**config.mk**
```make
export PLATFORM = sky130hd
export DESIGN_NAME = weighted_degenerate_residue_counter
export DESIGN_NICKNAME = d
export VERILOG_FILES = /design/src/hw/rtl/wdrc_pkg.sv /design/src/hw/rtl/weighted_degenerate_residue_counter.sv /design/src/hw/rtl/wdrc_div.sv /design/src/hw/rtl/wdrc_bank.sv
export SDC_FILE = /design/constraint.sdc
export NUM_CORES = 2
export LEC_CHECK = 0
export BUFFER_PORTS_ARGS = -buffer_cell sky130_fd_sc_hd__buf_2
export CORE_MARGIN = 1
export CORE_UTILIZATION = 25
export DETAILED_ROUTE_END_ITERATION = 8
export GPL_ROUTABILITY_DRIVEN = 0
export PLACE_DENSITY = 0.37
export SLEW_MARGIN = 0
export SYNTH_ARGS = -nofsm -noshare
export SYNTH_HDL_FRONTEND = slang
export SYNTH_SLANG_ARGS = --single-unit
```
**constraint.sdc**
```tcl
create_clock -name i_clk -period 8.8 [get_ports i_clk]
set_input_delay 0.44 -clock i_clk [delete_from_list [all_inputs] [get_ports i_clk]]
set_output_delay 0.44 -clock i_clk [all_outputs]
set_load 0.05 [all_outputs]
```
**src/hw/rtl/wdrc_pkg.sv**
```systemverilog
// package for the weighted degenerate residue counter
// holds request/response types, opcodes, alphabet constants and degeneracy tables
// no dependencies
package wdrc_pkg;

    // store size default and field widths
    localparam int WDRC_NUM_COUNTERS = 20;
    localparam int WDRC_CNT_W        = 40;
    localparam int WDRC_SHARE_W      = 24;
    localparam int WDRC_WEIGHT_W     = 16;
    localparam int WDRC_SYM_W        = 5;
    localparam int WDRC_CANON_MAX    = 20;

    // operation codes
    localparam logic [1:0] OP_COUNT = 2'd0;
    localparam logic [1:0] OP_READ  = 2'd1;
    localparam logic [1:0] OP_CLEAR = 2'd2;

    // alphabet modes
    localparam logic MODE_AMINO   = 1'b0;
    localparam logic MODE_NUCLEIC = 1'b1;

    // alphabet sizes
    localparam logic [WDRC_SYM_W-1:0] AA_CANON = 5'd20;
    localparam logic [WDRC_SYM_W-1:0] AA_CODES = 5'd24;
    localparam logic [WDRC_SYM_W-1:0] NT_CANON = 5'd4;
    localparam logic [WDRC_SYM_W-1:0] NT_CODES = 5'd17;

    // counter saturation value
    localparam logic [WDRC_CNT_W-1:0] CNT_MAX = {WDRC_CNT_W{1'b1}};

    // input request
    typedef struct packed {
        logic [1:0]               operation;
        logic [WDRC_SYM_W-1:0]    symbol_index;
        logic [WDRC_WEIGHT_W-1:0] weight;
        logic [WDRC_SYM_W-1:0]    counter_index;
    } t_in_req;

    // result
    typedef struct packed {
        logic                  status;
        logic [WDRC_CNT_W-1:0] read_value;
    } t_out_rsp;

    // member set of a code, one bit per canonical symbol
    function automatic logic [WDRC_CANON_MAX-1:0] f_member_mask(
        input logic                  mode,
        input logic [WDRC_SYM_W-1:0] sym
    );
        logic [WDRC_CANON_MAX-1:0] m;
        m = '0;
        if (mode == MODE_NUCLEIC) begin
            unique case (sym)
                5'd0:  m = 20'h00001;  // A
                5'd1:  m = 20'h00002;  // C
                5'd2:  m = 20'h00004;  // G
                5'd3:  m = 20'h00008;  // T
                5'd4:  m = 20'h00008;  // U -> T
                5'd5:  m = 20'h0000F;  // N
                5'd6:  m = 20'h00005;  // R
                5'd7:  m = 20'h0000A;  // Y
                5'd8:  m = 20'h00003;  // M
                5'd9:  m = 20'h0000C;  // K
                5'd10: m = 20'h00006;  // S
                5'd11: m = 20'h00009;  // W
                5'd12: m = 20'h0000B;  // H
                5'd13: m = 20'h0000E;  // B
                5'd14: m = 20'h00007;  // V
                5'd15: m = 20'h0000D;  // D
                5'd16: m = 20'h0000F;  // X
                default: m = '0;
            endcase
        end else begin
            priority if (sym < AA_CANON) begin
                m = WDRC_CANON_MAX'(1) << sym;
            end else if (sym == 5'd20) begin
                m = 20'h08000;           // U -> S
            end else if (sym == 5'd21) begin
                m = 20'h00804;           // B -> N, D
            end else if (sym == 5'd22) begin
                m = 20'h02008;           // Z -> Q, E
            end else if (sym == 5'd23) begin
                m = 20'hFFFFF;           // X -> all
            end else begin
                m = '0;
            end
        end
        return m;
    endfunction

    // number of members in a set
    function automatic logic [WDRC_SYM_W-1:0] f_member_count(
        input logic [WDRC_CANON_MAX-1:0] m
    );
        logic [WDRC_SYM_W-1:0] n;
        n = '0;
        for (int i = 0; i < WDRC_CANON_MAX; i++) begin
            n = n + WDRC_SYM_W'(m[i]);
        end
        return n;
    endfunction

endpackage

```
**src/hw/rtl/weighted_degenerate_residue_counter.sv**
```systemverilog
// top level: request decode, sequencer, divider and counter bank
// depends on wdrc_pkg, wdrc_div, wdrc_bank
//
//  channel | valid       | ready       | payload
//  --------+-------------+-------------+---------------------------
//  cfg     | i_cfg_valid | o_cfg_ready | i_cfg_data (alphabet mode)
//  in      | i_in_valid  | o_in_ready  | i_in  (t_in_req)
//  out     | o_out_valid | i_out_ready | o_out (t_out_rsp)
//
// a count request goes through decode, the serial divider for the share, then
// the shared saturating adder at one counter per cycle over the mode's canonical
// size (20 or 4), then output and idle. read, clear and rejected requests go
// from decode straight to output.
// one request at a time; o_in_ready is high only while idle, and a result
// waits in the output register until taken. reset clears all counters at once,
// no sweep. cfg writes are always accepted.
module weighted_degenerate_residue_counter
    import wdrc_pkg::*;
#(
    parameter int NUM_COUNTERS = WDRC_NUM_COUNTERS
) (
    input  logic     i_clk,
    input  logic     i_rst_n,
    input  logic     i_cfg_valid,
    output logic     o_cfg_ready,
    input  logic     i_cfg_data,
    input  logic     i_in_valid,
    output logic     o_in_ready,
    input  t_in_req  i_in,
    output logic     o_out_valid,
    input  logic     i_out_ready,
    output t_out_rsp o_out
);

    localparam int AW = $clog2(NUM_COUNTERS);

    typedef enum logic [4:0] {
        S_IDLE = 5'b00001,
        S_EXEC = 5'b00010,
        S_DIV  = 5'b00100,
        S_ADD  = 5'b01000,
        S_OUT  = 5'b10000
    } t_state;

    t_state                    r_state, n_state;
    logic                      r_mode;
    t_in_req                   r_req;
    t_out_rsp                  r_out, n_out;
    logic [WDRC_CANON_MAX-1:0] r_mask, n_mask;
    logic [WDRC_SYM_W-1:0]     r_idx, n_idx;
    logic [WDRC_SHARE_W-1:0]   r_share;

    logic [WDRC_SYM_W-1:0]     canon;
    logic [WDRC_SYM_W-1:0]     codes;
    logic                      div_start;
    logic                      div_done;
    logic [WDRC_SHARE_W-1:0]   div_quo;
    logic                      bank_clear;
    logic                      bank_wr;
    logic [AW-1:0]             bank_addr;
    logic [WDRC_CNT_W-1:0]     bank_rd;

    // handshakes
    assign o_cfg_ready = 1'b1;
    assign o_in_ready  = (r_state == S_IDLE);
    assign o_out_valid = (r_state == S_OUT);
    assign o_out       = r_out;

    // alphabet sizes for current mode
    assign canon = (r_mode == MODE_NUCLEIC) ? NT_CANON : AA_CANON;
    assign codes = (r_mode == MODE_NUCLEIC) ? NT_CODES : AA_CODES;

    // mode register
    always_ff @(posedge i_clk) begin
        if (!i_rst_n) begin
            r_mode <= MODE_AMINO;
        end else if (i_cfg_valid) begin
            r_mode <= i_cfg_data;
        end
    end

    // sequencer
    always_comb begin
        n_state    = r_state;
        n_out      = r_out;
        n_mask     = r_mask;
        n_idx      = r_idx;
        div_start  = 1'b0;
        bank_clear = 1'b0;
        unique case (r_state)
            S_IDLE: begin
                if (i_in_valid) begin
                    n_state = S_EXEC;
                end
            end
            S_EXEC: begin
                n_out   = '0;
                n_state = S_OUT;
                unique case (r_req.operation)
                    OP_COUNT: begin
                        if (r_req.symbol_index < codes) begin
                            n_mask    = f_member_mask(r_mode, r_req.symbol_index);
                            div_start = 1'b1;
                            n_state   = S_DIV;
                        end else begin
                            n_out.status = 1'b1;
                        end
                    end
                    OP_READ: begin
                        if (r_req.counter_index < canon &&
                            int'(r_req.counter_index) < NUM_COUNTERS) begin
                            n_out.read_value = bank_rd;
                        end else begin
                            n_out.status = 1'b1;
                        end
                    end
                    OP_CLEAR: begin
                        bank_clear = 1'b1;
                    end
                    default: begin
                        n_out.status = 1'b1;
                    end
                endcase
            end
            S_DIV: begin
                n_idx = '0;
                if (div_done) begin
                    n_state = S_ADD;
                end
            end
            S_ADD: begin
                n_idx = r_idx + WDRC_SYM_W'(1);
                if (r_idx == canon - WDRC_SYM_W'(1)) begin
                    n_state = S_OUT;
                end
            end
            S_OUT: begin
                if (i_out_ready) begin
                    n_state = S_IDLE;
                end
            end
            default: begin
                n_state = S_IDLE;
            end
        endcase
    end

    // bank access: walk index while adding, read index otherwise
    assign bank_wr   = (r_state == S_ADD) && r_mask[r_idx] &&
                       (int'(r_idx) < NUM_COUNTERS);
    assign bank_addr = (r_state == S_ADD) ? r_idx[AW-1:0] : r_req.counter_index[AW-1:0];

    // control registers
    always_ff @(posedge i_clk) begin
        if (!i_rst_n) begin
            r_state <= S_IDLE;
            r_idx   <= '0;
        end else begin
            r_state <= n_state;
            r_idx   <= n_idx;
        end
    end

    // payload registers
    always_ff @(posedge i_clk) begin
        if (r_state == S_IDLE && i_in_valid) begin
            r_req <= i_in;
        end
        if (div_done) begin
            r_share <= div_quo;
        end
        r_out  <= n_out;
        r_mask <= n_mask;
    end

    // share = weight * 256 / member count
    wdrc_div u_div (
        .i_clk      (i_clk),
        .i_rst_n    (i_rst_n),
        .i_start    (div_start),
        .i_dividend ({r_req.weight, 8'd0}),
        .i_divisor  (f_member_count(n_mask)),
        .o_done     (div_done),
        .o_quotient (div_quo)
    );

    // counter store
    wdrc_bank #(
        .NUM_COUNTERS (NUM_COUNTERS),
        .AW           (AW)
    ) u_bank (
        .i_clk     (i_clk),
        .i_rst_n   (i_rst_n),
        .i_clear   (bank_clear),
        .i_wr      (bank_wr),
        .i_addr    (bank_addr),
        .i_share   (r_share),
        .o_rd_data (bank_rd)
    );

endmodule

```
**src/hw/rtl/wdrc_div.sv**
```systemverilog
// serial restoring divider, one quotient bit per cycle
// depends on wdrc_pkg for the share and symbol widths
module wdrc_div
    import wdrc_pkg::*;
(
    input  logic                    i_clk,
    input  logic                    i_rst_n,
    input  logic                    i_start,
    input  logic [WDRC_SHARE_W-1:0] i_dividend,
    input  logic [WDRC_SYM_W-1:0]   i_divisor,
    output logic                    o_done,
    output logic [WDRC_SHARE_W-1:0] o_quotient
);

    localparam int CW = $clog2(WDRC_SHARE_W);

    logic                    r_busy;
    logic                    r_done;
    logic [CW-1:0]           r_cnt;
    logic [WDRC_SYM_W-1:0]   r_rem;
    logic [WDRC_SYM_W-1:0]   r_div;
    logic [WDRC_SHARE_W-1:0] r_quo;

    logic [WDRC_SYM_W:0]     trial;
    logic                    q_bit;
    logic [WDRC_SYM_W-1:0]   n_rem;

    // one trial subtraction
    always_comb begin
        trial = {r_rem, r_quo[WDRC_SHARE_W-1]};
        q_bit = (trial >= {1'b0, r_div});
        if (q_bit) begin
            n_rem = WDRC_SYM_W'(trial - {1'b0, r_div});
        end else begin
            n_rem = trial[WDRC_SYM_W-1:0];
        end
    end

    // control
    always_ff @(posedge i_clk) begin
        if (!i_rst_n) begin
            r_busy <= 1'b0;
            r_done <= 1'b0;
            r_cnt  <= '0;
        end else begin
            r_done <= 1'b0;
            if (i_start) begin
                r_busy <= 1'b1;
                r_cnt  <= '0;
            end else if (r_busy) begin
                r_cnt <= r_cnt + CW'(1);
                if (r_cnt == CW'(WDRC_SHARE_W - 1)) begin
                    r_busy <= 1'b0;
                    r_done <= 1'b1;
                end
            end
        end
    end

    // datapath, dividend shifts out as quotient shifts in
    always_ff @(posedge i_clk) begin
        if (i_start) begin
            r_rem <= '0;
            r_div <= i_divisor;
            r_quo <= i_dividend;
        end else if (r_busy) begin
            r_rem <= n_rem;
            r_quo <= {r_quo[WDRC_SHARE_W-2:0], q_bit};
        end
    end

    assign o_done     = r_done;
    assign o_quotient = r_quo;

endmodule

```
**src/hw/rtl/wdrc_bank.sv**
```systemverilog
// counter bank with one saturating accumulate unit and one read port
// depends on wdrc_pkg for counter and share widths
module wdrc_bank
    import wdrc_pkg::*;
#(
    parameter int NUM_COUNTERS = WDRC_NUM_COUNTERS,
    parameter int AW           = $clog2(NUM_COUNTERS)
) (
    input  logic                    i_clk,
    input  logic                    i_rst_n,
    input  logic                    i_clear,
    input  logic                    i_wr,
    input  logic [AW-1:0]           i_addr,
    input  logic [WDRC_SHARE_W-1:0] i_share,
    output logic [WDRC_CNT_W-1:0]   o_rd_data
);

    logic [WDRC_CNT_W-1:0] r_cnt [NUM_COUNTERS];
    logic [WDRC_CNT_W:0]   sum;
    logic [WDRC_CNT_W-1:0] n_cnt;

    // selected counter
    assign o_rd_data = r_cnt[i_addr];

    // saturating add
    always_comb begin
        sum   = {1'b0, o_rd_data} + (WDRC_CNT_W + 1)'(i_share);
        n_cnt = sum[WDRC_CNT_W] ? CNT_MAX : sum[WDRC_CNT_W-1:0];
    end

    // store update
    always_ff @(posedge i_clk) begin
        if (!i_rst_n || i_clear) begin
            for (int i = 0; i < NUM_COUNTERS; i++) begin
                r_cnt[i] <= '0;
            end
        end else if (i_wr) begin
            r_cnt[i_addr] <= n_cnt;
        end
    end

endmodule

```
==> impl_metrics.env <==
export IMPL_worstRegToRegCells=22
export IMPL_cp_end_kind="flip-flop"
export IMPL_worst_r2r_setup_slack_ns=0.44
export IMPL_numClockSinks=1449
export IMPL_status="complete, no violations"
export IMPL_viasPerCell=4.69
export IMPL_grtUsageTotal=0.181
export IMPL_area_delta_synth_final_pct=18.9
export IMPL_grt_remaining_overflow=0
export IMPL_drt_first_pass_iters=8
export IMPL_p_int_mw=13.3
export IMPL_holdWs_ns=0.0985
export IMPL_syn_area_sq_um=63400
export IMPL_hold_violations=0
export IMPL_ctsResizeCount=0
export IMPL_ys_top_cells_by_area="edfxtp_1 (66%), mux4_2 (9.4%), nor2_1 (5.4%)"
export IMPL_cts_setup_buffers=0
export IMPL_power_density_nw_per_um2=247
export IMPL_synthFlopType="edfxtp_1"
export IMPL_syn_avg_cell_area_sq_um=14.4
export IMPL_drive_gt1_frac=0.167
export IMPL_clk_latency_ns=0.86
export IMPL_skew_ns=0.0571
export IMPL_drcViolationCount=0
export IMPL_cts_root_buf="clkbuf_16"
export IMPL_hold_depth=5
export IMPL_tightest_slew_ns=1.28
export IMPL_clkTransAtPathRegs_ns=0.05
export IMPL_r2r_start="r_state[1]$_SDFFE_PN0P_"
export IMPL_drv_cap=0
export IMPL_slew_headroom=0.145
export IMPL_p_leak_nw=27.5
export IMPL_min_to="r_state[4]$_SDFFE_PN0P_"
export IMPL_core_sq_um=252000
export IMPL_routed_wl_mm=233
export IMPL_dp_cells=8085
export IMPL_cts_tree="done"
export IMPL_antenna_found_initial=10
export IMPL_final_setup_viol_count=0
export IMPL_cts_max_path_buffers=3
export IMPL_h_tree_depth=4
export IMPL_ys_async_sr_fraction=0
export IMPL_drv_slew=0
export IMPL_numCtsBuffers=171
export IMPL_seqPwrFrac=0.474
export IMPL_synth_edf_count=1394
export IMPL_path_class="flip-flop to flip-flop"
export IMPL_drt_wirelength_per_cell_um=27.6
export IMPL_yosys_area_top_type="edfxtp_1"
export IMPL_finalCritPeriodShare=0.950
export IMPL_crit_fanout=50
export IMPL_pwr_share_comb=0.159
export IMPL_max_freq_ghz=0.120
export IMPL_p_clk_frac=0.366
export IMPL_synth_seq_cells=1449
export IMPL_rows=184
export IMPL_drtAntennaViolNets=0
export IMPL_peakVddDrop_uv=193
export IMPL_drt_iter0_drc=4078
export IMPL_num_io_pins=78
export IMPL_critPathLaunchType="flip-flop"
export IMPL_start_util=0.252
export IMPL_io_buffers=76
export IMPL_setup_tns_final_ns=0
export IMPL_p_sw_mw=5.35
export IMPL_syn_inst=4394
export IMPL_min_from="i_in_valid"
export IMPL_synth_cell_types=84
export IMPL_ys_seq_area_frac=0.677
export IMPL_grt_pass1_vias=39600
export IMPL_die_w_um=506
export IMPL_grt_start_max_net_pins=108
export IMPL_stdcell_count=8442
export IMPL_dieArea_sq_um=256000
export IMPL_hpwl_mm=137
export IMPL_num_nets_final=5040
export IMPL_via_count=39600
export IMPL_arrival_ns=8.80
export IMPL_grt_setup_unrepaired="false"
export IMPL_cts_hold_buf=33
export IMPL_dieHeight_um=506
export IMPL_switching_share=0.287
export IMPL_min_path_type="primary input to flip-flop"
export IMPL_worstPathRequired_ns=9.24
export IMPL_layout_min_cycle_time_ns=8.36
export IMPL_yosysWarnings=0
export IMPL_grt_pass1_wl_mm=324
export IMPL_yosysTopAreaCellShare=0.660
export IMPL_regToRegEndpoint="u_bank.r_cnt[20][4]$_DFFE_PP_"
[worst max-delay path: stages, from the launching register on]
cell and delay [ns]:
dfxtp_1 0.34, or3b_1 0.61, nor2_4 0.18, a21o_4 0.63, buf_12 0.40, mux4_2 0.43
a22oi_1 0.23, nand4_1 0.33, inv_1 0.20, fa_1 0.29, nor2b_1 0.08, o21ai_0 0.44
a21boi_0 0.27, o21a_1 0.25, a21oi_1 0.23, o31ai_1 0.16, a31oi_1 0.55, buf_4 0.26
or3_1 0.32, nor4_4 0.14, buf_12 0.21, nor2_2 0.75, inv_1 0.50
[worst max path at each step]
stage / from / end / depth (start not counted)
final: r_state[1]$_SDFFE_PN0P_ / u_bank.r_cnt[20][4]$_DFFE_PP_ / 22
after global routing: r_state[3]$_SDFFE_PN0P_ / u_bank.r_cnt[22][19]$_DFFE_PP_ / 22
after CTS: r_state[1]$_SDFFE_PN0P_ / u_bank.r_cnt[26][24]$_DFFE_PP_ / 22
after detailed placement: r_state[1]$_SDFFE_PN0P_ / u_bank.r_cnt[21][24]$_DFFE_PP_ / 22
after global placement: r_state[1]$_SDFFE_PN0P_ / u_bank.r_cnt[20][24]$_DFFE_PP_ / 22
after floorplan: r_state[4]$_SDFFE_PN0P_ / u_div.r_div[4]$_DFFE_PP_ / 22
[area by class of cell]
type	count	area, sq um
diodes	5	12.5
clock buffers	226	4540
repair buffers	267	2060
clock inverters	93	757
multi-input cells	2950	20500
flip-flops and latches	1449	43000
inverters	104	392
well taps	3348	4190
fillers	25500	176000
[registers in the layout, indices dropped and copies added (netlist names), 20 cells and up, named ones only]
name / cells
u_div.o_quotient: 24
u_bank.r_cnt: 1280
r_mask: 20
r_req: 28
r_share: 24
o_out: 41
[stage by stage]
step	total power, mW	instance area, sq um	worst slack [ns]	utilization
floorplan	10.8	65200	1.66	-
global placement	11.9	69800	0.651	0.277
detailed placement	12.0	69800	0.603	0.277
CTS	18.9	75400	0.570	0.300
global route	19.4	75400	0.231	0.300
finish	18.6	75500	0.444	0.300
[cell families (layout without fill, tap and decap cells)]
group / count (synthesis) / in the layout / share of synthesized area
xor gates and xnor gates: 34 / 34 / 0.00469
buffers and inverters: 474 / 690 / 0.0324
adders and majority gates: 63 / 63 / 0.0143
DFF: 1449 / 1449 / 0.677
muxes: 411 / 411 / 0.117
other: 2 / 486 / 0.000118
AOI/OAI and AO/OA: 559 / 559 / 0.0589
and+or+nand+nor: 1402 / 1402 / 0.0950
[metal layers]
| layer | part of all wire | GRT usage | vias to the layer above |
|---|---|---|---|
| li1 | - | - | 17100 |
| met1 | 0.46 | 0.255 | 21000 |
| met2 | 0.47 | 0.292 | 1214 |
| met3 | 0.053 | 0.0269 | 283 |
| met4 | 0.021 | 0.0417 | 0 |
| met5 | 0 | 0 | - |
[cells in the final DEF, fill, tap and decap left out, types with 19 or more instances in the layout]
cell type and count:
edfxtp_1 1394, nor2_1 913, conb_1 481, mux4_2 265, clkbuf_16 173, nand2_1 163
buf_4 145, mux2i_1 131, o21ai_0 116, a22oi_1 105, inv_1 101, a21oi_1 79
buf_2 76, dfxtp_1 52, clkbuf_1 52, ha_1 47, and3_1 44, a21boi_0 38
nor2b_1 37, clkinv_2 36, nand4_1 35, o22ai_1 35, clkinv_1 34, dlygate4sd3_1 33
nor3_1 29, nand3_1 26, xnor2_1 22, a31oi_1 21, nor2_2 20, or4_1 19
[Yosys cell counts, drive strengths merged (28+ instances only)]
cell	instances
edfxtp	1394
nor2	936
mux4	265
clkbuf	221
nand2	192
buf	149
mux2i	132
o21ai	124
a22oi	105
inv	104
a21oi	84
dfxtp	55
ha	47
and3	44
a21boi	39
nor2b	37
nand4	35
o22ai	35
nor3	29
nand2b	28
nand3	28
[power by group through the flow]
stage | clock [mW] | combinational (mW) | sequential, mW
6_report | 6.82 | 2.97 | 8.82
2_1_floorplan | 0 | 1.90 | 8.86
5_1_grt | 7.25 | 3.22 | 8.90
4_1_cts | 7.00 | 3.02 | 8.84
3_3_place_gp | 0 | 2.98 | 8.96
3_5_place_dp | 0 | 2.99 | 8.98
(Power assumes the default switching activity.)
